--- src/rtl/assert_macros.svh ---
// Assertion macros used by the block bitmap allocator RTL.
// Included by files that carry concurrent assertions; no other dependencies.
`ifndef ASSERT_MACROS_SVH
`define ASSERT_MACROS_SVH

`ifndef ASSERT_OFF

// Property checked only while reset is released.
`define ASSERT_PROP(lbl, clk, rst_n, prop, msg) \
    lbl: assert property (@(posedge clk) disable iff (!rst_n) prop) else $error(msg);

// Property checked at every edge, reset included.
`define ASSERT_ALWAYS(lbl, clk, prop, msg) \
    lbl: assert property (@(posedge clk) prop) else $error(msg);

`else

`define ASSERT_PROP(lbl, clk, rst_n, prop, msg)
`define ASSERT_ALWAYS(lbl, clk, prop, msg)

`endif

`endif

--- src/rtl/bba_pkg.sv ---
// Package for the block bitmap allocator: map geometry, codes and shared types.
// No dependencies.
`timescale 1ns / 1ps

package bba_pkg;

    localparam int MAP_WORDS = 1024;
    localparam int WORD_BITS = 32;
    localparam int BIT_AW    = 5;
    localparam int MAP_AW    = (MAP_WORDS > 1) ? $clog2(MAP_WORDS) : 1;
    localparam logic [32:0]       MAP_BLOCKS = 33'(MAP_WORDS * WORD_BITS);
    localparam logic [MAP_AW-1:0] LAST_WORD  = MAP_AW'(MAP_WORDS - 1);
    localparam logic [31:0]       FULL_WORD  = 32'hffff_ffff;

    localparam int CFG_AW = 3;
    localparam logic REG_BASE_BLOCK = 1'b0;

    localparam logic [1:0] CMD_ALLOC = 2'd0;
    localparam logic [1:0] CMD_USED  = 2'd1;
    localparam logic [1:0] CMD_FREE  = 2'd2;

    localparam logic [1:0] ST_OK    = 2'd0;
    localparam logic [1:0] ST_FULL  = 2'd1;
    localparam logic [1:0] ST_RANGE = 2'd2;

    typedef struct packed {
        logic              en;
        logic              we;
        logic [MAP_AW-1:0] addr;
        logic [31:0]       wdata;
    } t_mem_req;

endpackage

--- src/rtl/bba_cfg.sv ---
// APB-style register port holding the base block address.
// Depends on bba_pkg.
`timescale 1ns / 1ps

module bba_cfg
    import bba_pkg::*;
(
    input  logic              i_clk,
    input  logic              i_rst_n,
    input  logic              i_psel,
    input  logic              i_penable,
    input  logic              i_pwrite,
    input  logic [CFG_AW-1:0] i_paddr,
    input  logic [31:0]       i_pwdata,
    output logic [31:0]       o_prdata,
    output logic              o_pready,
    output logic [31:0]       o_base_block
);

    logic [31:0] r_base_block;
    logic        wr_base;

    assign wr_base = i_psel && i_penable && i_pwrite && (i_paddr[2] == REG_BASE_BLOCK);

    always_ff @(posedge i_clk) begin
        if (!i_rst_n) begin
            r_base_block <= '0;
        end else if (wr_base) begin
            r_base_block <= i_pwdata;
        end
    end

    assign o_prdata     = (i_paddr[2] == REG_BASE_BLOCK) ? r_base_block : 32'd0;
    assign o_pready     = 1'b1;
    assign o_base_block = r_base_block;

endmodule

--- config.mk ---
export PLATFORM = sky130hd
export DESIGN_NAME = bba_cfg
export DESIGN_NICKNAME = d
export VERILOG_FILES = /design/src/rtl/assert_macros.svh /design/src/rtl/bba_pkg.sv /design/src/rtl/bba_cfg.sv
export SDC_FILE = /design/constraint.sdc
export NUM_CORES = 1
export LEC_CHECK = 0
export ABC_AREA = 1
export BUFFER_PORTS_ARGS = -buffer_cell sky130_fd_sc_hd__buf_2
export CAP_MARGIN = 0
export CORE_MARGIN = 8
export CORE_UTILIZATION = 35
export CTS_CLUSTER_DIAMETER = 60
export CTS_CLUSTER_SIZE = 40
export DETAILED_ROUTE_END_ITERATION = 12
export HOLD_SLACK_MARGIN = 0.02
export MAX_ROUTING_LAYER = met4
export PLACE_DENSITY = 0.68
export SLEW_MARGIN = 15
export SYNTH_ARGS = -nofsm -noshare
export SYNTH_HDL_FRONTEND = slang
export SYNTH_SLANG_ARGS = --single-unit
--- constraint.sdc ---
create_clock -name i_clk -period 1.49 [get_ports i_clk]
set_clock_uncertainty 0.2 [all_clocks]
set_input_delay 0.298 -clock i_clk [delete_from_list [all_inputs] [get_ports i_clk]]
set_output_delay 0.298 -clock i_clk [all_outputs]
set_load 0.005 [all_outputs]
---- After elaboration in Yosys (flattened, before gate mapping) ----
Cells that the tools add are included.
word-level totals
  flip-flop bits (word level) ............. 32
  bits in latches ......................... 0
  memory bits (writable) .................. 0
  bits in read-only memories .............. 0
  input bits .............................. 40
  output and inout bits ................... 65
  word-level logic and storage cells ...... 6
  memories kept ........................... 0
cells by class
  add/sub/neg operators ................... 0
  multipliers ............................. 0
  divide/modulo/power cells ............... 0
  $lt $le $gt $ge ......................... 0
  eq/ne operators ......................... 0
  shift operators ......................... 0
  mux-type cells .......................... 1
  bitwise logic cells ..................... 1
  reductions and logical operators ........ 3
operators by type and width
  kind               count
  32-bit 2-to-1 mux  1
  1-bit logical AND  3
  1-bit NOT          1

---- Depth between registers and ports, before layout ----
Gate-level depths: netlist of the first run.
  word-level depth ........................ 3
  mapped depth ............................ 7
  depth with buffers taken out ............ 5

---- Least setup slack after synthesis of the first run ----
OpenSTA, ideal clock, no wires.
  kind .................................... input to output
  from .................................... input i_paddr[2]
  to ...................................... output o_prdata[0]
  arrival time ............................ 0.758 ns
  required time ........................... 0.992 ns
  setup slack ............................. 0.234 ns
  stages .................................. 3
  buffers on the path ..................... 2
  cell sequence ........................... buf_6 > clkbuf_1 > nor2_1
on the way
  cells in the longest elaborated chain, start to end .. 1
ends and longest elaborated chain
  what               RTL line       RTL
  start, declared    bba_cfg.sv:13  input logic [CFG_AW-1:0] i_paddr,
  32-bit 2-to-1 mux  bba_cfg.sv:33  assign o_prdata = (i_paddr[2] == REG_BASE_BLOCK) ? r_base_block : 32'd0;
  end, declared      bba_cfg.sv:15  output logic [31:0] o_prdata,
Every way passes these cells.

---- Final worst setup path of the first run ----
  from .................................... register r_base_block[21] (netlist: o_base_block[21])
  to ...................................... output o_prdata[21]
on the way
  cells in the longest elaborated chain, start to end .. 1
ends and longest elaborated chain
  what                    RTL line       RTL
  start, declared         bba_cfg.sv:20  logic [31:0] r_base_block;
  start signal, assigned  bba_cfg.sv:29  r_base_block <= i_pwdata;
  32-bit 2-to-1 mux       bba_cfg.sv:33
Every way passes these cells.

==> qor.csv, run 1 <==
stage,metric,value,unit
placed_design,DP Area,2220,sq um
clock_network,Root Buffer,clkbuf_8,
clock_network,CTS H-tree depth,2,
layout,Finished Layout Cells,432,
setup_path,Worst EP arrival,0.88,ns
yosys,Mean Syn Cell Area,6.00,sq um
clock_network,cts hold-fix bufs,0,
layout,FILL cells,520,
floorplan,chip height,85.4,um
layout,layout cells sized above 1,31.7,%
power,PD cells,818,nW/um^2
setup_path,Worst Setup Start Kind,flop,
clock_network,TritonCTS buffer count,5,
layout,post-layout util,49.5,%
placed_design,GP Congestion,0.699,
global_route,grt ovf,0,
yosys,yosys synthesis warning count,0,
sta,Final min period,1.37,ns
detailed_routing,via count,1767,
clock_network,CTS tree,built,
placed_design,"worst slack, placed",0.0449,ns
detailed_routing,Initial DRC Count,83,
detailed_routing,drt wl/cell,10.8,um
clock_network,TritonCTS Sinks,32,
detailed_routing,first drt pass iteration count,4,
yosys,syn_nets,321,
detailed_routing,WL final,4.67,mm
floorplan,Core Region,4690,sq um
layout,most frequent cells in the layout,"buf_2 (101), nor2_1 (96), inv_1 (66), nand3_1 (32), nand2_1 (32)",
clock_network,Worst-Skew Late Latency,0.27,ns
floorplan,Die Wd,85.4,um
placed_design,Port Buffers,101,
run,Max Cap Viol,0,
yosys,Netlist cell types,15,
floorplan,IO Pins,105,
global_route,GRT Resource Usage Total,13.3,%
layout,number of flip-flops in the largest register,32,
detailed_routing,Vias/cell,4.09,
sta,Fmax,728,MHz
min_path,hold crit path type,in -> reg,
outcome,outcome,finished clean,
placed_design,Post-DP HPWL,3.50,mm
setup_path,crit path capture type,output pin,
layout,"commonest non-fill, non-tap cell in the layout",buf_2,
placed_design,dpl cells,425,
sta,Hold Fails Final Rpt,0,
layout,diodes inserted,0,
sta,final hold slack,0.128,ns
global_route,largest net degree at the start of global routing,33,
sta,worst-margin pin slew,0.570,ns
clock_network,post_cts resized,0,
clock_network,maximum clock insertion buffer count,2,
yosys,"Seq/Total Area, Yosys",38.0,%
sta,Max Slew Vio Count,0,
clock_network,setup bufs post-CTS,0,
power,Pleak,1.38,nW
global_route,vias in the first global route,1643,
global_route,global-route wire length before repair,7.60,mm
sta,worst setup margin,0.116,ns
layout,Area Overhead vs Synth,37.7,%
power,Worst VDD drop,0.000318,V
setup_path,CP Data Required Time,0.99,ns
floorplan,Initial Util,35.9,%
power,total power,1.90,mW
global_route,initial antenna violation count,0,
sta,unrepaired setup endpoints after global routing,false,
yosys,register bit count reported by yosys,32,
floorplan,FP Rows,25,
layout,Layout Cell Area excl Fill,2320,sq um
clock_network,clock transition at the registers of the reported paths,0.06,ns
setup_path,critical path type,reg -> out,
sta,period utilization,92.2,%
setup_path,critical path peak fanout,3,
detailed_routing,ANT nets after route,0,
floorplan,Die Footprint,7290,sq um
layout,Total Nets Final,418,
sta,Max-slew headroom,62.0,%
detailed_routing,Residual DRC,0,
sta,final setup vio count,0,
sta,total negative slack,0,ns
yosys,Synth Cell Area,1690,sq um
yosys,Synth Instances,281,
==> where the power goes <==
| part | internal, mW | switching [mW] |
|---|---|---|
| Clock | 0.411 | 0.294 |
| Sequential | 0.886 | 0.0204 |
| Combinational | 0.131 | 0.156 |
| Total | 1.43 | 0.470 |
==> cell families after synthesis <==
family / after synthesis / synth area share, %
buf+inv: 84 / 21.2
flops: 32 / 38.0
other cells: 1 / 0.223
simple gates: 164 / 40.6
==> worst max-delay path, cell delays in order (launching register included) <==
cell     delay, ns
dfxtp_1       0.37
inv_1         0.05
nor2_1        0.07
buf_2         0.11
==> area by class of cell <==
type	instances	area [sq um]	share of cell area (%)
clock buffers	7	96.3	4.15
inverters	67	251	10.8
multi-input cells	165	688	29.6
flip-flops and latches	32	642	27.7
well taps	54	67.6	2.91
repair buffers	107	576	24.8
==> synth_stat cells, drive strengths merged <==
library cell	number	area, sq um
nor2	98	392
inv	67	251
nand2	34	133
dfxtp	32	641
nand3	32	160
buf	14	93.8
clkbuf	3	11.3
conb	1	3.75
==> per-layer routing <==
layer / track usage (%) / part of all wire (%)
met1: 13.5 / 43
met2: 23.0 / 50
met3: 4.73 / 6.3
met4: 5.25 / 1.2
met5: - / 0
==> path summary, 6_finish.rpt <==
path         slack (ns)                            end                          start  cells after the start
min                0.13  o_base_block[24]$_SDFFE_PN0P_                   i_pwdata[24]                      5
max                0.12                   o_prdata[21]  o_base_block[21]$_SDFFE_PN0P_                      3
min reg2reg        0.29  o_base_block[16]$_SDFFE_PN0P_  o_base_block[16]$_SDFFE_PN0P_                      2
max reg2reg        0.67  o_base_block[21]$_SDFFE_PN0P_  o_base_block[21]$_SDFFE_PN0P_                      2
(Power assumes the default switching activity.)
==> inputs of run 2 (changes only) <==
==> constraint.sdc (replaced) <==
create_clock -name i_clk -period 1.49 [get_ports i_clk]
set_clock_uncertainty 0.2 [all_clocks]
set_input_delay 0.0745 -clock i_clk [delete_from_list [all_inputs] [get_ports i_clk]]
set_output_delay 0.0745 -clock i_clk [all_outputs]
set_load 0.005 [all_outputs]
==> run 2 against run 1 <==
Against the previous run:
- core utilization up 6.1 points
- non-clock buffer count rose by 32
- routed wire length increased by 12%
- design area is 12% higher
- combinational power grew 22%
- worst hold slack got worse by 0.033 ns
- via count is 12% higher
- flip-flop and latch count did not move
- critical path depth is the same
- power rose by 1.8%
- fmax is 15% higher
- largest cell class is now non-clock buffers
==> qor.csv, run 2 (synthesis results as in run 1) <==
stage,metric,value,unit,change
outcome,outcome,finished clean,,unchanged
run,Max Cap Viol,0,,unchanged
layout,number of flip-flops in the largest register,32,,unchanged
detailed_routing,ANT nets after route,0,,unchanged
setup_path,Worst Setup Start Kind,flop,,unchanged
global_route,grt ovf,0,,unchanged
setup_path,critical path type,reg -> out,,unchanged
clock_network,Root Buffer,clkbuf_8,,unchanged
detailed_routing,Vias/cell,4.24,,was 4.09
clock_network,post_cts resized,0,,unchanged
setup_path,CP Data Required Time,1.22,ns,was 0.99 ns
floorplan,IO Pins,105,,unchanged
floorplan,Initial Util,35.9,%,unchanged
sta,Hold Fails Final Rpt,0,,unchanged
power,Pleak,1.50,nW,was 1.38 nW
detailed_routing,first drt pass iteration count,4,,unchanged
setup_path,Worst EP arrival,0.92,ns,was 0.88 ns
placed_design,DP Area,2200,sq um,was 2220 sq um
power,PD cells,740,nW/um^2,was 818 nW/um^2
sta,unrepaired setup endpoints after global routing,false,,unchanged
clock_network,Worst-Skew Late Latency,0.27,ns,about the same
global_route,GRT Resource Usage Total,14.9,%,was 13.3%
layout,layout cells sized above 1,28.7,%,was 31.7%
global_route,initial antenna violation count,0,,unchanged
layout,Layout Cell Area excl Fill,2610,sq um,was 2320 sq um
layout,Total Nets Final,450,,was 418
sta,Final min period,1.19,ns,was 1.37 ns
global_route,vias in the first global route,1934,,was 1643
sta,Max-slew headroom,59.6,%,was 62.0%
floorplan,Core Region,4690,sq um,unchanged
layout,Area Overhead vs Synth,54.8,%,was 37.7%
placed_design,Post-DP HPWL,3.55,mm,was 3.50 mm
floorplan,Die Footprint,7290,sq um,unchanged
clock_network,CTS H-tree depth,2,,unchanged
setup_path,critical path peak fanout,3,,unchanged
layout,"commonest non-fill, non-tap cell in the layout",buf_2,,unchanged
detailed_routing,Residual DRC,0,,unchanged
global_route,largest net degree at the start of global routing,33,,unchanged
detailed_routing,via count,1973,,was 1767
layout,most frequent cells in the layout,"buf_2 (101), nor2_1 (96), inv_1 (66)",,"was buf_2 (101), nor2_1 (96), inv_1 (66), nand3_1 (32), nand2_1 (32)"
min_path,hold crit path type,in -> reg,,unchanged
clock_network,CTS tree,built,,unchanged
placed_design,GP Congestion,0.765,,was 0.699
placed_design,Port Buffers,101,,unchanged
setup_path,crit path capture type,output pin,,unchanged
sta,Max Slew Vio Count,0,,unchanged
clock_network,maximum clock insertion buffer count,2,,unchanged
global_route,global-route wire length before repair,8.67,mm,was 7.60 mm
clock_network,TritonCTS Sinks,32,,unchanged
detailed_routing,WL final,5.25,mm,was 4.67 mm
power,Worst VDD drop,0.000348,V,was 0.000318 V
sta,total negative slack,0,ns,unchanged
layout,FILL cells,462,,was 520
sta,final setup vio count,0,,unchanged
sta,period utilization,80.1,%,was 92.2%
floorplan,Die Wd,85.4,um,unchanged
sta,Fmax,838,MHz,was 728 MHz
floorplan,FP Rows,25,,unchanged
clock_network,clock transition at the registers of the reported paths,0.06,ns,about the same
detailed_routing,drt wl/cell,11.3,um,was 10.8 um
layout,diodes inserted,0,,unchanged
sta,worst-margin pin slew,0.606,ns,was 0.570 ns
clock_network,TritonCTS buffer count,5,,unchanged
detailed_routing,Initial DRC Count,57,,was 83
floorplan,chip height,85.4,um,unchanged
==> run 2: stage by stage <==
stage / power [mW] / instances / setup slack, ns / utilization [%] / hold slack, ns
6_report: 1.93 / 465 / 0.297 / 55.6 / 0.0954
3_3_place_gp: 1.20 / 425 / 0.243 / 46.9 / 0.184
3_5_place_dp: 1.21 / 425 / 0.177 / 46.9 / 0.192
5_1_grt: 2.04 / 465 / 0.238 / 55.6 / 0.119
2_1_floorplan: 1.09 / 281 / 0.529 / - / -0.00478
4_1_cts: 1.96 / 465 / 0.322 / 55.6 / 0.0925
==> run 2: layout make-up <==
type	instances	area, sq um	area share [%]
repair buffers	139	871	33.4
multi-input cells	165	688	26.4
flip-flops and latches	32	641	24.6
inverters	67	251	9.64
clock buffers	8	90.1	3.45
well taps	54	67.6	2.59
==> run 2: what timing repair did <==
action | in CTS | in global routing
endpoints found under the hold margin | 32 | 0
buffers inserted | 0 | 0
hold buffers | 32 | 0
==> run 2: critical path, cell delays in order, from the launching register on <==
cell and delay, ns:
dfxtp_1 0.36, inv_1 0.06, nor2_1 0.10, buf_2 0.13
==> run 2: per-layer routing <==
layer,part of all wire [%],track usage (%),wire length (um)
met1,40,13.9,2110
met2,51,27.1,2670
met3,6.3,4.25,329
met4,2.6,7.64,139
met5,0,-,0
==> run 2: where the power goes <==
group | internal (mW) | switching, mW
Clock | 0.376 | 0.298
Combinational | 0.178 | 0.171
Sequential | 0.886 | 0.0211
Total | 1.44 | 0.490
==> run 2: final timing paths <==
check	startpoint	endpoint	slack, ns	cells past startpoint
worst min-delay path	i_psel	o_base_block[22]$_SDFFE_PN0P_	0.1	5
worst min register to register	o_base_block[7]$_SDFFE_PN0P_	o_base_block[7]$_SDFFE_PN0P_	0.29	2
worst max-delay path	o_base_block[29]$_SDFFE_PN0P_	o_prdata[29]	0.30	3
worst max register to register	o_base_block[29]$_SDFFE_PN0P_	o_base_block[29]$_SDFFE_PN0P_	0.67	2
==> inputs of run 3 (changes only) <==
==> constraint.sdc (replaced) <==
create_clock -name i_clk -period 1.15 [get_ports i_clk]
set_clock_uncertainty 0.2 [all_clocks]
set_input_delay 0.0575 -clock i_clk [delete_from_list [all_inputs] [get_ports i_clk]]
set_output_delay 0.0575 -clock i_clk [all_outputs]
set_load 0.005 [all_outputs]
==> run 3 against run 2 <==
Against the previous run:
- via count fell by 2.1%
- design area rose by 5.5%
- sequential power rose by 30%
- non-clock buffer count rose by 5
==> qor.csv, run 3 (synthesis results as in run 1) <==
stage,metric,value,unit,change
min_path,hold crit path type,in -> reg,,unchanged
detailed_routing,ANT nets after route,0,,unchanged
sta,Fmax,880,MHz,
layout,area of the multi-input gates,703,sq um,was 688 sq um
sta,Max Slew Vio Count,0,,unchanged
sta,period utilization,98.8,%,
clock_network,Root Buffer,clkbuf_8,,unchanged
layout,Total Nets Final,455,,was 450
detailed_routing,Residual DRC,0,,unchanged
setup_path,CP Data Required Time,0.89,ns,was 1.22 ns
floorplan,FP Rows,25,,unchanged
power,PD cells,941,nW/um^2,was 740 nW/um^2
outcome,outcome,finished clean,,unchanged
sta,unrepaired setup endpoints after global routing,true,,was false
layout,Area Overhead vs Synth,63.3,%,was 54.8%
power,total power,2.59,mW,was 1.93 mW
layout,diodes inserted,0,,unchanged
floorplan,Core Region,4690,sq um,unchanged
layout,"commonest non-fill, non-tap cell in the layout",buf_2,,unchanged
global_route,vias in the first global route,1833,,was 1934
setup_path,Critical Path Max Stage Delay,0.36,ns,about the same
placed_design,GP Congestion,0.756,,was 0.765
detailed_routing,via count,1932,,was 1973
setup_path,critical path peak fanout,3,,unchanged
floorplan,IO Pins,105,,unchanged
detailed_routing,Vias/cell,4.12,,was 4.24
sta,Max-slew headroom,60.1,%,was 59.6%
layout,Layout Cell Area excl Fill,2750,sq um,was 2610 sq um
clock_network,TritonCTS buffer count,5,,unchanged
setup_path,Worst Setup Start Kind,flop,,unchanged
placed_design,Post-DP HPWL,3.66,mm,was 3.55 mm
power,Pleak,1.55,nW,was 1.50 nW
layout,FILL cells,434,,was 462
run,Max Cap Viol,0,,unchanged
setup_path,Buffers & Inverters on Critical Path,2,,unchanged
sta,Final min period,1.14,ns,
global_route,GRT Resource Usage Total,14.9,%,about the same
global_route,global-route wire length before repair,8.54,mm,was 8.67 mm
placed_design,Port Buffers,101,,unchanged
sta,Hold Fails Final Rpt,0,,unchanged
detailed_routing,WL final,5.45,mm,was 5.25 mm
global_route,grt ovf,0,,unchanged
setup_path,Worst EP arrival,0.88,ns,was 0.92 ns
detailed_routing,drt wl/cell,11.6,um,was 11.3 um
power,Worst VDD drop,0.000382,V,was 0.000348 V
detailed_routing,first drt pass iteration count,4,,unchanged
setup_path,family with the most delay on the worst path,flip-flops,,unchanged
floorplan,Die Footprint,7290,sq um,unchanged
floorplan,Die Wd,85.4,um,unchanged
sta,worst-margin pin slew,0.599,ns,was 0.606 ns
clock_network,Worst-Skew Late Latency,0.28,ns,was 0.27 ns
setup_path,CP cell instances,inv_2 -> nor2_1 -> buf_2,,was inv_1 -> nor2_1 -> buf_2
sta,final setup vio count,0,,unchanged
layout,layout cells sized above 1,41.2,%,was 28.7%
layout,most frequent cells in the layout,"buf_2 (101), nor2_1 (90), inv_1 (53)",,"was buf_2 (101), nor2_1 (96), inv_1 (66)"
detailed_routing,Initial DRC Count,58,,was 57
clock_network,CTS H-tree depth,2,,unchanged
clock_network,CTS tree,built,,unchanged
setup_path,critical path type,reg -> out,,unchanged
floorplan,Initial Util,35.9,%,unchanged
placed_design,DP Area,2270,sq um,was 2200 sq um
floorplan,chip height,85.4,um,unchanged
clock_network,clock transition at the registers of the reported paths,0.07,ns,was 0.06 ns
setup_path,Worst path slowest cell,dfxtp_2,,was dfxtp_1
layout,Sequential Area,676,sq um,was 641 sq um
global_route,largest net degree at the start of global routing,33,,unchanged
clock_network,TritonCTS Sinks,32,,unchanged
layout,number of flip-flops in the largest register,32,,unchanged
setup_path,crit path capture type,output pin,,unchanged
global_route,initial antenna violation count,0,,unchanged
clock_network,maximum clock insertion buffer count,2,,unchanged
## run 3: cell types whose count changed in the layout (fill, tap and decap cells not counted)
| cell | delta |
|---|---|
| buf_12 | +4 |
| buf_4 | +1 |
| clkbuf_1 | -2 |
| clkbuf_8 | +1 |
| dfxtp_1 | -28 |
| dfxtp_2 | +28 |
| inv_1 | -13 |
| inv_2 | +13 |
| nor2_1 | -6 |
| nor2_2 | +6 |
## run 3: worst reg2reg max path, delay by kind of cell (launching register included)
family	cells	cell delay, ns
and+or+nand+nor	2	0.14
DFF	1	0.33
buffers and inverters	1	0.13
## run 3: final timing paths
kind | from | to | slack, ns | cells past startpoint
worst max-delay path | o_base_block[20]$_SDFFE_PN0P_ | o_prdata[20] | 0.01 | 3
worst min-delay path | i_rst_n | o_base_block[21]$_SDFFE_PN0P_ | 0.08 | 3
worst max register to register | o_base_block[23]$_SDFFE_PN0P_ | o_base_block[23]$_SDFFE_PN0P_ | 0.25 | 3
worst min register to register | o_base_block[9]$_SDFFE_PN0P_ | o_base_block[9]$_SDFFE_PN0P_ | 0.29 | 2
## run 3: cell type report
class                           instances  share of cell area, %
Timing Repair Buffer                  144                   34.8
Multi-Input combinational cell        165                   25.5
Sequential cell                        32                   24.5
Inverter                               67                   9.14
Clock buffer                            7                   3.50
Tap cell                               54                   2.45
## run 3: routing by layer
| metal | wire (um) | vias up | GRT usage, % |
|---|---|---|---|
| met3 | 354 | 10 | 4.34 |
| met5 | 0 | - | - |
| met4 | 110 | 0 | 7.17 |
| li1 | - | 1059 | - |
| met2 | 2850 | 63 | 27.3 |
| met1 | 2140 | 800 | 14.1 |
## run 3: timing repair
action,in CTS,in global routing
endpoints found under the setup margin,3,27
hold buffers,32,0
gates resized for setup,3,44
buffers inserted,0,2
pin swaps,0,6
hold endpoints to repair,32,0
## run 3: where the power goes
part	switching, mW	total [mW]	internal, mW
logic	0.232	0.487	0.255
registers	0.0299	1.18	1.15
clock network	0.387	0.919	0.532
total	0.649	2.59	1.94
## run 3: per-stage QoR
| stage | hold slack, ns | setup WS (ns) | instances | setup TNS [ns] | util, % |
|---|---|---|---|---|---|
| 5_1_grt | 0.106 | -0.0439 | 469 | -0.200 | 58.7 |
| 6_report | 0.0848 | 0.0142 | 469 | 0 | 58.7 |
| 4_1_cts | 0.0778 | 0.000679 | 467 | 0 | 57.4 |
| 2_1_floorplan | -0.0218 | 0.206 | 281 | 0 | - |
| 3_3_place_gp | 0.164 | 0.0720 | 428 | 0 | 48.4 |
| 3_5_place_dp | 0.172 | 0.0516 | 428 | 0 | 48.4 |
