`config.mk`:
```
export PLATFORM = sky130hd
export DESIGN_NAME = bba_ctrl
export DESIGN_NICKNAME = d
export VERILOG_FILES = /design/src/rtl/bba_pkg.sv /design/src/rtl/bba_ctrl.sv
export VERILOG_INCLUDE_DIRS = /design/src /design/src/rtl
export SDC_FILE = /design/constraint.sdc
export NUM_CORES = 1
export LEC_CHECK = 0
export ABC_AREA = 1
export BUFFER_PORTS_ARGS = -buffer_cell sky130_fd_sc_hd__buf_2
export CAP_MARGIN = 10
export CORE_ASPECT_RATIO = 1.5
export CORE_MARGIN = 4
export CORE_UTILIZATION = 30
export DETAILED_ROUTE_END_ITERATION = 6
export HOLD_SLACK_MARGIN = 0.08
export SYNTH_ARGS = -nofsm -noshare
export SYNTH_HDL_FRONTEND = slang
export SYNTH_SLANG_ARGS = --single-unit
export TNS_END_PERCENT = 100
```
`constraint.sdc`:
```
create_clock -name i_clk -period 6.69 [get_ports i_clk]
set_clock_uncertainty 0.05 [all_clocks]
set_input_delay 1.338 -clock i_clk [delete_from_list [all_inputs] [get_ports i_clk]]
set_output_delay 1.338 -clock i_clk [all_outputs]
set_load 0.05 [all_outputs]
```
`src/rtl/assert_macros.svh`:
```
// Assertion macros used by the block bitmap allocator RTL.
// Included by files that carry concurrent assertions; no other dependencies.
`ifndef ASSERT_MACROS_SVH
`define ASSERT_MACROS_SVH

`ifndef ASSERT_OFF

// Property checked only while reset is released.
`define ASSERT_PROP(lbl, clk, rst_n, prop, msg) \
    lbl: assert property (@(posedge clk) disable iff (!rst_n) prop) else $error(msg);

// Property checked at every edge, reset included.
`define ASSERT_ALWAYS(lbl, clk, prop, msg) \
    lbl: assert property (@(posedge clk) prop) else $error(msg);

`else

`define ASSERT_PROP(lbl, clk, rst_n, prop, msg)
`define ASSERT_ALWAYS(lbl, clk, prop, msg)

`endif

`endif

```
`src/rtl/bba_pkg.sv`:
```
// Package for the block bitmap allocator: map geometry, codes and shared types.
// No dependencies.
`timescale 1ns / 1ps

package bba_pkg;

    localparam int MAP_WORDS = 1024;
    localparam int WORD_BITS = 32;
    localparam int BIT_AW    = 5;
    localparam int MAP_AW    = (MAP_WORDS > 1) ? $clog2(MAP_WORDS) : 1;
    localparam logic [32:0]       MAP_BLOCKS = 33'(MAP_WORDS * WORD_BITS);
    localparam logic [MAP_AW-1:0] LAST_WORD  = MAP_AW'(MAP_WORDS - 1);
    localparam logic [31:0]       FULL_WORD  = 32'hffff_ffff;

    localparam int CFG_AW = 3;
    localparam logic REG_BASE_BLOCK = 1'b0;

    localparam logic [1:0] CMD_ALLOC = 2'd0;
    localparam logic [1:0] CMD_USED  = 2'd1;
    localparam logic [1:0] CMD_FREE  = 2'd2;

    localparam logic [1:0] ST_OK    = 2'd0;
    localparam logic [1:0] ST_FULL  = 2'd1;
    localparam logic [1:0] ST_RANGE = 2'd2;

    typedef struct packed {
        logic              en;
        logic              we;
        logic [MAP_AW-1:0] addr;
        logic [31:0]       wdata;
    } t_mem_req;

endpackage

```
`src/rtl/bba_ctrl.sv`:
```
// Command sequencer: clear pass, first-fit word scan and read-modify-write marks.
// Depends on bba_pkg and assert_macros.svh; drives bba_map_ram.
`timescale 1ns / 1ps
`include "assert_macros.svh"

module bba_ctrl
    import bba_pkg::*;
(
    input  logic        i_clk,
    input  logic        i_rst_n,
    input  logic        i_start,
    input  logic [1:0]  i_command,
    input  logic [31:0] i_block_addr,
    input  logic [31:0] i_base_block,
    input  logic [31:0] i_rdata,
    output t_mem_req    o_req,
    output logic        o_busy,
    output logic        o_done,
    output logic [31:0] o_result_block,
    output logic [1:0]  o_status
);

    localparam logic [2:0] S_CLEAR = 3'd0;
    localparam logic [2:0] S_IDLE  = 3'd1;
    localparam logic [2:0] S_MARK  = 3'd2;
    localparam logic [2:0] S_SCAN  = 3'd3;

    function automatic logic [BIT_AW-1:0] f_enc(input logic [31:0] onehot);
        logic [BIT_AW-1:0] idx;
        idx = '0;
        for (int j = 0; j < WORD_BITS; j++) begin
            if (onehot[j]) begin
                idx = idx | BIT_AW'(j);
            end
        end
        return idx;
    endfunction

    logic [2:0]        r_state, n_state;
    logic [MAP_AW-1:0] r_word, n_word;
    logic [1:0]        r_cmd, n_cmd;
    logic [31:0]       r_addr, n_addr;
    logic [BIT_AW-1:0] r_bit, n_bit;
    logic              r_done, n_done;
    logic [31:0]       r_result, n_result;
    logic [1:0]        r_status, n_status;

    logic              accept;
    logic [31:0]       offset;
    logic              in_range;
    logic [31:0]       set_word;
    logic [BIT_AW-1:0] free_bit;
    logic [31:0]       bit_mask;
    t_mem_req          req;

    assign accept   = i_start && (r_state == S_IDLE);
    assign offset   = i_block_addr - i_base_block;
    assign in_range = {1'b0, offset} < MAP_BLOCKS;
    // w | (w + 1) sets the lowest clear bit; the xor leaves just that bit
    assign set_word = i_rdata | (i_rdata + 32'd1);
    assign free_bit = f_enc(set_word ^ i_rdata);
    assign bit_mask = 32'd1 << r_bit;

    always_comb begin
        n_state  = r_state;
        n_word   = r_word;
        n_cmd    = r_cmd;
        n_addr   = r_addr;
        n_bit    = r_bit;
        n_done   = 1'b0;
        n_result = r_result;
        n_status = r_status;
        req      = '{en: 1'b0, we: 1'b0, addr: r_word, wdata: 32'd0};

        case (r_state)
            S_CLEAR: begin
                req = '{en: 1'b1, we: 1'b1, addr: r_word, wdata: 32'd0};
                n_word = r_word + MAP_AW'(1);
                if (r_word == LAST_WORD) begin
                    n_word  = '0;
                    n_state = S_IDLE;
                end
            end
            S_IDLE: begin
                if (accept) begin
                    n_cmd  = i_command;
                    n_addr = i_block_addr;
                    case (i_command)
                        CMD_ALLOC: begin
                            // fetch word zero, check it next cycle
                            req     = '{en: 1'b1, we: 1'b0, addr: '0, wdata: 32'd0};
                            n_word  = '0;
                            n_state = S_SCAN;
                        end
                        CMD_USED, CMD_FREE: begin
                            if (in_range) begin
                                n_word  = offset[MAP_AW+BIT_AW-1:BIT_AW];
                                n_bit   = offset[BIT_AW-1:0];
                                req     = '{en: 1'b1, we: 1'b0,
                                            addr: offset[MAP_AW+BIT_AW-1:BIT_AW],
                                            wdata: 32'd0};
                                n_state = S_MARK;
                            end else begin
                                n_done   = 1'b1;
                                n_result = i_block_addr;
                                n_status = ST_RANGE;
                            end
                        end
                        default: begin
                            n_done   = 1'b1;
                            n_result = i_block_addr;
                            n_status = ST_OK;
                        end
                    endcase
                end
            end
            S_MARK: begin
                req = '{en: 1'b1, we: 1'b1, addr: r_word,
                        wdata: (r_cmd == CMD_USED) ? (i_rdata | bit_mask)
                                                   : (i_rdata & ~bit_mask)};
                n_done   = 1'b1;
                n_result = r_addr;
                n_status = ST_OK;
                n_state  = S_IDLE;
            end
            S_SCAN: begin
                if (i_rdata != FULL_WORD) begin
                    req = '{en: 1'b1, we: 1'b1, addr: r_word, wdata: set_word};
                    n_done   = 1'b1;
                    n_result = i_base_block + 32'({r_word, free_bit});
                    n_status = ST_OK;
                    n_state  = S_IDLE;
                end else if (r_word == LAST_WORD) begin
                    n_done   = 1'b1;
                    n_result = 32'd0;
                    n_status = ST_FULL;
                    n_state  = S_IDLE;
                end else begin
                    // advance to the next word
                    req    = '{en: 1'b1, we: 1'b0, addr: r_word + MAP_AW'(1), wdata: 32'd0};
                    n_word = r_word + MAP_AW'(1);
                end
            end
            default: begin
                n_state = S_IDLE;
            end
        endcase
    end

    always_ff @(posedge i_clk) begin
        if (!i_rst_n) begin
            r_state <= S_CLEAR;
            r_word  <= '0;
            r_done  <= 1'b0;
        end else begin
            r_state <= n_state;
            r_word  <= n_word;
            r_done  <= n_done;
        end
    end

    always_ff @(posedge i_clk) begin
        r_cmd    <= n_cmd;
        r_addr   <= n_addr;
        r_bit    <= n_bit;
        r_result <= n_result;
        r_status <= n_status;
    end

    assign o_req          = req;
    assign o_busy         = (r_state != S_IDLE);
    assign o_done         = r_done;
    assign o_result_block = r_result;
    assign o_status       = r_status;

    `ASSERT_ALWAYS(a_rst_clear, i_clk, !i_rst_n |=> r_state == S_CLEAR, "reset must start the clear pass")
    `ASSERT_PROP(a_no_done_clear, i_clk, i_rst_n, (r_state == S_CLEAR) |-> !r_done, "result during clear pass")
    `ASSERT_PROP(a_no_wr_idle, i_clk, i_rst_n, (req.en && req.we) |-> (r_state != S_IDLE), "map write while idle")
    `ASSERT_PROP(a_full_zero, i_clk, i_rst_n, (r_done && r_status == ST_FULL) |-> (r_result == 32'd0), "full status with nonzero block")
    `ASSERT_PROP(a_alloc_scan, i_clk, i_rst_n, (accept && i_command == CMD_ALLOC) |=> (r_state == S_SCAN), "allocate did not enter scan")

endmodule

```
; Word level (Yosys, flattened, before mapping)
; Index checks and enable logic that the tools add are counted.
[word_totals]
latchBits = 0
romBits = 0
in_bits = 101
wordCells = 187
output_inout_bits = 80
n_memories = 0
register_bits = 87
mem_bits_rw = 0
[classes]
div_mod_pow = 0
reduce_logical = 11
eq_ne = 19
mul = 0
n_lt_le_gt_ge = 1
addsub = 4
bitwise = 5
n_shift = 1
n_mux = 138
[ops]
columns = op, count
row1 = 2-to-1 mux 44 bit, 13
row2 = 2-to-1 mux 32 bit, 16
row3 = case mux 44 bit (4 select lines), 1
row4 = 2-to-1 mux 10 bit, 15
row5 = 2-to-1 mux 5 bit, 25
row6 = case mux 32 bit (3 select lines), 1
row7 = case mux 44 bit (2 select lines), 1
row8 = OR 32 bit, 2
row9 = case mux 32 bit (2 select lines), 1
row10 = 2-to-1 mux 3 bit, 18
row11 = 2-to-1 mux 2 bit, 17
row12 = "adder 32 x 1 -> 32 bit, second input constant", 1
row13 = adder 32 x 15 -> 32 bit, 1
row14 = AND 32 bit, 1
row15 = "< comparator 32 x 16 -> 1 bit, second input constant", 1
row16 = 2-to-1 mux 4 bit, 8
row17 = "!= test 32 bit, second input constant", 1
row18 = inverter 32 bit, 1
row19 = "left shift 1 x 5 -> 32 bit, first input constant", 1
row20 = subtractor 32 bit, 1
row21 = XOR 32 bit, 1
row22 = case mux 10 bit (3 select lines), 1
row23 = case mux 10 bit (2 select lines), 1
row24 = 2-to-1 mux 1 bit, 14
row25 = other kinds (26), 36

; Logic depth before layout (Yosys ltp)
; Gate-level depths: netlist of the first run.
[depth]
ltp_word = 38
mapped_depth = 31
mapped_depth_nobuf = 31

; Least setup slack after synthesis of the first run
; Ideal clock, no wire load.
[synth_path]
kind = input to register
start = in i_block_addr[0]
end = reg r_result[0], in the netlist o_result_block[0], enable pin
path_buffers = 0
setup_ns = 0.477
path_stages = 18
required_ns = 6.163
t_arrival_ns = 5.473
setup_slack_ns = 0.690
path_cell_list = inv_1 -> ha_1 -> fa_1 -> inv_1 -> nand2_1 -> nand2_1 -> nand3_1 -> nand2_2 -> nand2_1 -> nand2_1 -> nand2_1 -> nand2_2 -> a21oi_1 -> nand3_2 -> nor2_4 -> nand3_1 -> nand2_1 -> a211oi_1
[synth_via]
elab_chain_cells = 4
[synth_rtl]
columns = element, line_no
row1 = "start, declared", bba_ctrl.sv:13  ; input logic [31:0] i_block_addr,
row2 = subtractor 32 bit, bba_ctrl.sv:57  ; assign offset = i_block_addr - i_base_block;
row3 = < comparator 32 x 16 -> 1 bit, bba_ctrl.sv:58  ; assign in_range = {1'b0, offset} < MAP_BLOCKS;
row4 = != test 3 bit (no source line), --
row5 = AND reduction 5 bit (no source line), --
row6 = "end signal, assigned", bba_ctrl.sv:166  ; r_result <= n_result;
row7 = "end, declared", bba_ctrl.sv:45  ; logic [31:0] r_result, n_result;
; No other way between the ends.
; A chain may end at the register's enable or synchronous reset.

; Worst setup path in the final report of the first run
[layout_path]
start = in i_rdata[0]
end = reg r_result[28], in the netlist o_result_block[28] (data pin)
[layout_via]
elab_chain_cells = 38
elab_cells_between_ends = 39
cone_classes = add/sub: 2 / eq/ne: 1 / mux: 34 / bitwise: 2
[layout_rtl]
columns = element, line_no
row1 = "start, declared", bba_ctrl.sv:15  ; input logic [31:0] i_rdata,
row2 = adder 32 x 1 -> 32 bit, bba_ctrl.sv:60  ; assign set_word = i_rdata | (i_rdata + 32'd1);
row3 = OR 32 bit, bba_ctrl.sv:60
row4 = XOR 32 bit, bba_ctrl.sv:61  ; assign free_bit = f_enc(set_word ^ i_rdata);
row5 = 2-to-1 mux 1 bit, bba_ctrl.sv:32  ; if (onehot[j]) begin
row6 = 2-to-1 mux 2 bit (2 in series), bba_ctrl.sv:32
row7 = 2-to-1 mux 3 bit (4 in series), bba_ctrl.sv:32
row8 = 2-to-1 mux 4 bit (8 in series), bba_ctrl.sv:32
row9 = 2-to-1 mux 5 bit (16 in series), bba_ctrl.sv:32
row10 = adder 32 x 15 -> 32 bit, bba_ctrl.sv:130  ; n_result = i_base_block + 32'({r_word, free_bit});
row11 = 2-to-1 mux 32 bit *, bba_ctrl.sv:127  ; if (i_rdata != FULL_WORD) begin
row12 = 2-to-1 mux 32 bit *, bba_ctrl.sv:75  ; case (r_state)
row13 = case mux 32 bit (3 select lines) *, bba_ctrl.sv:75
row14 = net n_result[28], bba_ctrl.sv:45
; Mark *: on every way through the listed nets, which the timed path passes. The rest lies on a longest branch. The select of a mux whose other input is x is not followed.

==> results.ini, run 1 <==
[setup_path]
startpoint = i_rdata[0]
cp.depth = 28
slowest_stage = o32ai_1
cpPeakStageDelay_ns = 0.37
cp-end-kind = flop
r2r-end = o_result_block[22]$_DFFE_PP_
reg2regPathDepth = 12
crit_arrival_ns = 5.77
start_kind = input port
critPathKind = in2reg
crit_family = simple AND/OR/NAND/NOR gates
r2r_slack_ns = 2.85
crit_top_cell = nand2_1
cp_max_fo = 8
worstSetupEndpoint = o_result_block[28]$_DFFE_PP_
required_ns = 6.75
timing.rr.start = r_word[0]$_SDFFE_PN0P_
path_buf_inv = 3

[global_routing]
grt.total_usage_pct = 21.45
grt_antenna_before_repair = 0
top_usage_layer = met2
grt_pass1_wl_mm = 58.45
overflow = 0
grt.met3_usage_pct = 1.932
use_met1_pct = 23.80
met2_usage_pct = 41.13
grt_pass1_vias = 10367
grt_max_degree = 42

[layout]
syn2layout_area_growth_pct = 17.00
drive_above_1_share_pct = 15.80
instances_no_fill = 2140
finalNetCount = 1876
fin_area_sq_um = 11290

[clock_tree]
insertion_delay_ns = 0.36
cts_tree = done
clock_path_buffers = 2
cts_setup_buffers = 0
clock_sinks = 87
clkSlewWorstSetupHoldPaths_ns = 0.07
cts_made_buffers = 9
hold_buffers = 0
post_cts_resized = 0
htreeDepth = 3
cts_root_buf = clkbuf_16

[power_and_ir_drop]
p_clk_share_pct = 27.2
power.switching_w = 0.0007395
vdd_drop_max_v = 0.0001249
p_leak_nw = 5.648
p_int_w = 0.001075
combPwrFrac_pct = 37.3
power.density_nw_per_um2 = 160.7
pwr-share-seq_pct = 35.5
switching_share_pct = 40.75

[timing]
period_share_pct = 85.39
relSlewSlack_pct = 26.62
fmax_mhz = 175.0
drv_slew = 0
rsz0062_at_grt = false
hold_viol = 0
min_period_ns = 5.713
worst_slew_pin_slew_ns = 1.100
setup_tns_ns = 0
setup_violations = 0

[synth]
syn_nets = 1711
yosysTopAreaCell = edfxtp_1
synth-main-ff-cell = edfxtp_1
synth.most_common_cell = nand2_1
syn_avg_cell_area_sq_um = 6.195
yosys-top-cells-count = 468 x nand2_1, 255 x inv_1, 133 x nor2_1
synth_seq_cells = 87
ys_types = 54
netlist_instances = 1558
async_flop_share_pct = 0
synth_area_leaders = edfxtp_1 23%, nand2_1 18%, inv_1 9.9%
synth_edf_count = 73
syn_area_sq_um = 9652
synth_top_area_share_pct = 22.71
yosys_warnings = 0
yosysSeqAreaShare_pct = 25.62

[route]
drt_first_pass_iters = 6
ant_nets = 0
wl_mm = 39.23
drt_iter0_markers = 788
drcViolationCount = 0
wire_per_inst_microns = 18.33
vias = 10890
viasPerCell = 5.089

[die]
dieWidth_microns = 154.5
die_area_sq_um = 35170
die_h_microns = 227.7
boundaryPins = 181
initial_core_util_pct = 30.32
rows = 80
design.core.area_sq_um = 31830

[placement]
post-dp-hpwl_mm = 32.81
io_buffers = 180
gp_congestion = 0.9912
placedInstanceArea_sq_um = 11010
place_inst = 2122

[run_status]
status = finished, final reports clean

[job]
drv_cap = 0

[min_path]
worstHoldPathType = reg2reg
holdPathStages = 2

worst reg2reg max path: cells and delay by family, from the launching register on:
family / cells / cell delay, ns
AOI/OAI and AO/OA: 2 / 0.70
adders and majority gates: 1 / 0.27
buffers and inverters: 3 / 0.84
DFF: 1 / 0.56
and+or+nand+nor: 6 / 1.05
through the flow:
| stage | setup WS [ns] | power (W) | hold slack (ns) | utilization (%) |
|---|---|---|---|---|
| 4_1_cts | 1.040 | 0.001825 | 0.4910 | 35.46 |
| 3_3_place_gp | 0.8663 | 0.001328 | 0.4714 | 34.58 |
| 5_1_grt | 0.5101 | 0.001915 | 0.5097 | 35.46 |
| 2_1_floorplan | 0.6900 | 0.001106 | 0.4614 | - |
| 3_5_place_dp | 0.6881 | 0.001331 | 0.4752 | 34.58 |
| 6_report | 0.9771 | 0.001815 | 0.4899 | 35.48 |
power groups by stage:
stage	Clock [W]	Combinational, W	Sequential [W]
6_report	0.000493	0.000677	0.000645
5_1_grt	0.000521	0.000748	0.000646
4_1_cts	0.000503	0.000677	0.000644
3_5_place_dp	0	0.000674	0.000657
3_3_place_gp	0	0.000672	0.000656
2_1_floorplan	0	0.000417	0.000690
cells by family after synthesis:
logic type               count (synthesis)  share of synthesized area [%]
buffers and inverters                  298                          11.77
other                                    1                        0.03885
adder cells (fa/ha/maj)                 52                          6.897
multiplexers                             1                         0.1037
AO/OA/AOI/OAI                          249                          14.44
AND/OR/NAND/NOR                        835                          37.96
XOR/XNOR                                35                          3.176
flip-flops                              87                          25.62
registers in the layout (all words and copies together), names as in the netlist:
signal / flops
r_word: 10
o_status: 2
r_addr: 32
o_done: 1
r_cmd: 2
o_result_block: 32
r_bit: 5
r_state: 3
cell usage in the layout, fill, tap and decap left out, types with 8 or more instances in the layout:
cell and n:
nor2_2 18, xor2_1 23, nand3_1 113, nand2_2 18
inv_2 9, nor4_1 10, dfxtp_1 14, nor3_1 18
nor2_1 130, nor2_4 8, nand2_1 468, clkbuf_16 9
a21oi_1 77, buf_2 180, o211ai_1 20, o21ai_0 108
xnor2_1 12, edfxtp_1 73, inv_1 255, ha_1 50
nand4_1 23
per-layer routing:
metal  part of all wire, %  up-vias  routed length, microns
met5                     0        -                       0
met4                   4.9        0                    1907
met3                   5.0       83                    1979
met2                    53      420                   20660
met1                    37     4980                   14680
li1                      -     5407                       -
area by class of cell:
type	instances	area, sq um
clock inverter	7	55.05
timing repair buffer	187	953.4
inverter	265	994.7
clock buffer	9	225.2
tap	410	513.0
multi-input combinational	1173	6073
sequential	87	2472
antenna	2	5.005
fill	3566	20540
worst min path at each step:
stage / from / to
floorplan: r_addr[31]$_DFFE_PP_ / o_result_block[31]$_DFFE_PP_
global placement: r_addr[30]$_DFFE_PP_ / o_result_block[30]$_DFFE_PP_
detailed placement: r_addr[29]$_DFFE_PP_ / o_result_block[29]$_DFFE_PP_
CTS: r_addr[31]$_DFFE_PP_ / o_result_block[31]$_DFFE_PP_
global route: r_addr[31]$_DFFE_PP_ / o_result_block[31]$_DFFE_PP_
finish: r_addr[31]$_DFFE_PP_ / o_result_block[31]$_DFFE_PP_
Power figures use the tool's default switching activity.
==> run 2, diff against run 1 <==
ABC_AREA = not set   (was 1)
==> run 2 against run 1 <==
Net effect: combinational power decreased by 8.7%; synthesized cell count decreased by 23%; core utilization increased by 0.92 points; sequential share of layout area increased by 0.41 points; clock power increased by 7.3%; worst setup slack got worse by 0.77 ns; maximum frequency decreased by 12%; count of clock-buffer cells in the layout increased by 1; register-to-register slack improved by 0.23 ns; die area decreased by 3.2%.
==> results.ini, run 2 <==
[synth]
yosysTopAreaCell = edfxtp_1
yosysSeqAreaShare_pct = 26.49  ; +0.88 points
syn_nets = 1352  ; -21%
synth_seq_cells = 87  ; unchanged
synth-main-ff-cell = edfxtp_1
async_flop_share_pct = 0  ; unchanged
synth_top_area_share_pct = 23.49  ; +0.78 points
synth.most_common_cell = a21oi_1
ys_types = 96  ; +78%
syn_area_sq_um = 9333  ; -3.3%
yosys-top-cells-count = 117 x a21oi_1, 114 x nand2_1, 107 x nor2_1
syn_avg_cell_area_sq_um = 7.784  ; +26%
yosys_warnings = 0  ; unchanged
netlist_instances = 1199  ; -23%
synth_area_leaders = edfxtp_1 23%, ha_1 6.7%, a21oi_1 6.3%
synth_edf_count = 73  ; unchanged

[placement]
post-dp-hpwl_mm = 29.51  ; -10%
io_buffers = 180  ; unchanged
gp_congestion = 1.011  ; +2.0%
place_inst = 1756  ; -17%
placedInstanceArea_sq_um = 10770  ; -2.1%

[clock_tree]
clock_sinks = 87  ; unchanged
cts_root_buf = clkbuf_16
cts_made_buffers = 9  ; unchanged
insertion_delay_ns = 0.36  ; about the same
clock_path_buffers = 2  ; unchanged
htreeDepth = 3  ; unchanged
clkSlewWorstSetupHoldPaths_ns = 0.06  ; about the same
post_cts_resized = 0  ; unchanged
cts_tree = done
hold_buffers = 0  ; unchanged
cts_setup_buffers = 0  ; unchanged

[route]
drcViolationCount = 0  ; unchanged
drt_iter0_markers = 723  ; -8.2%
drt_first_pass_iters = 5  ; -1
wire_per_inst_microns = 20.61  ; +12%
vias = 10296  ; -5.5%
viasPerCell = 5.810  ; +14%
wl_mm = 36.53  ; -6.9%
ant_nets = 0  ; unchanged

[setup_path]
required_ns = 5.30  ; -1.45 ns
worstPathCellList = buf_2, inv_1, ha_1, o21a_1, a21oi_1, a2111oi_0, o21ai_2, a211o_1, and2_1, and4_1, a31oi_1, o21ai_0, a31oi_1, buf_2
cpPeakStageDelay_ns = 0.66  ; +0.29 ns
cp_max_fo = 8  ; unchanged
critPathKind = in2out
r2r_slack_ns = 3.08  ; +0.23 ns
crit_arrival_ns = 5.10  ; -0.67 ns
slowest_stage = a2111oi_0
cp-end-kind = output port
timing.rr.start = r_word[1]$_SDFFE_PN0P_
r2r-end = o_result_block[23]$_DFFE_PP_
reg2regPathDepth = 10  ; -2
start_kind = input port

[timing]
hold_viol = 0  ; unchanged
whs_ns = 0.5480  ; +0.05807 ns
period_share_pct = 96.98  ; +12 points
min_period_ns = 6.488  ; +0.7748 ns
relSlewSlack_pct = 20.87  ; -5.7 points
rsz0062_at_grt = true
drv_slew = 0  ; unchanged
setup_violations = 0  ; unchanged
fmax_mhz = 154.1  ; -12%
worst_slew_pin_slew_ns = 1.184  ; +0.08454 ns

[run_status]
status = finished, final reports clean

[die]
design.core.area_sq_um = 30450  ; -4.3%
initial_core_util_pct = 30.65  ; +0.33 points
boundaryPins = 181  ; unchanged
dieWidth_microns = 152.0  ; -1.6%
die_h_microns = 224.0  ; -1.6%
die_area_sq_um = 34050  ; -3.2%
rows = 78  ; -2.5%

[layout]
final_cell_mix = 180 x buf_2, 117 x a21oi_1, 113 x nand2_1, 106 x nor2_1, 76 x o21ai_0
fin_area_sq_um = 11080  ; -1.9%
instances_no_fill = 1772  ; -17%
drive_above_1_share_pct = 20.12  ; +4.3 points
postLayoutCoreUtil_pct = 36.40  ; +0.92 points
finalNetCount = 1520  ; -19%
diodes = 0  ; -2
layout_commonest_cell = buf_2
syn2layout_area_growth_pct = 18.76

[global_routing]
grt_pass1_wl_mm = 56.00  ; -4.2%
grt_pass1_vias = 10032  ; -3.2%
grt.total_usage_pct = 20.56  ; -0.88 points
grt_max_degree = 64  ; +52%
overflow = 0  ; unchanged
grt_antenna_before_repair = 0  ; unchanged

[min_path]
worstHoldPathType = reg2reg
min_to = r_word[0]$_SDFFE_PN0P_
hp-start = r_word[0]$_SDFFE_PN0P_
holdPathStages = 2  ; unchanged

[power_and_ir_drop]
p_leak_nw = 4.463  ; -21%
power.density_nw_per_um2 = 159.7  ; -0.60%
vdd_drop_max_v = 0.0001288  ; +3.1%

[job]
drv_cap = 0  ; unchanged

## run 2: changes by cell type in the layout (fill, tap and decap cells not counted), moves of 24 or more
cell     previous run  this run
inv_1             255        72
nand3_1           113        40
a21oi_1            77       117
buf_4               7        37
xnor2_1            12        41
o21ai_0           108        76
nand2_1           468       113
nor3b_1             0        24
nor2_1            130       106
## run 2: routing by layer
metal / global-route usage (%) / wire [microns] / vias up
met2: 38.44 / 19010 / 461
met4: 11.32 / 2173 / 0
met3: 2.532 / 1993 / 120
met5: 0 / 0 / -
met1: 22.39 / 13350 / 4846
li1: - / - / 4869
## run 2: metrics by stage
stage	setup TNS, ns	power [W]	worst slack (ns)
2_1_floorplan	0	0.001037	0.4054
3_3_place_gp	0	0.001245	0.1610
3_5_place_dp	0	0.001247	0.1549
4_1_cts	0	0.001780	0.1428
5_1_grt	-0.06116	0.001858	-0.04965
6_report	0	0.001770	0.2023
## run 2: kinds of logic (layout without fill, tap and decap cells)
logic type | count (synthesis) | after routing | synth area share (%)
and+or+nand+nor | 431 | 431 | 23.39
AOI/OAI and AO/OA | 426 | 426 | 30.66
buffers and inverters | 135 | 308 | 5.711
DFF | 87 | 87 | 26.49
adders and majority gates | 52 | 52 | 7.132
xor gates and xnor gates | 48 | 48 | 4.505
muxes | 19 | 19 | 2.065
other | 1 | 1 | 0.04018
## run 2: worst max-delay path, delay by kind of cell
kind / cells / cell delay [ns]
adders and majority gates: 1 / 0.41
buffers and inverters: 3 / 0.50
and+or+nand+nor: 2 / 0.40
AOI/OAI and AO/OA: 8 / 2.44
## run 2: power by group
group / switching (W) / internal (W) / total (W)
combinational: 0.000402 / 0.000216 / 0.000618
sequential: 0.0000135 / 0.000610 / 0.000623
clock: 0.000234 / 0.000296 / 0.000529
## run 2: how the worst max path moves through the flow
stage | end | startpoint
2_1_floorplan | o_req[33] | i_block_addr[0]
3_3_place_gp | o_req[32] | i_block_addr[0]
3_5_place_dp | o_req[32] | i_block_addr[0]
4_1_cts | o_req[32] | i_block_addr[0]
5_1_grt | o_req[38] | i_base_block[20]
6_report | o_req[38] | i_base_block[13]
## run 2: final cells by class
class / instances / area (sq um)
clock buffer: 10 / 229.0
timing repair buffer: 217 / 1179
sequential: 87 / 2472
fill: 3284 / 19370
multi-input combinational: 977 / 6345
tap: 400 / 500.5
inverter: 75 / 281.5
clock inverter: 6 / 76.32
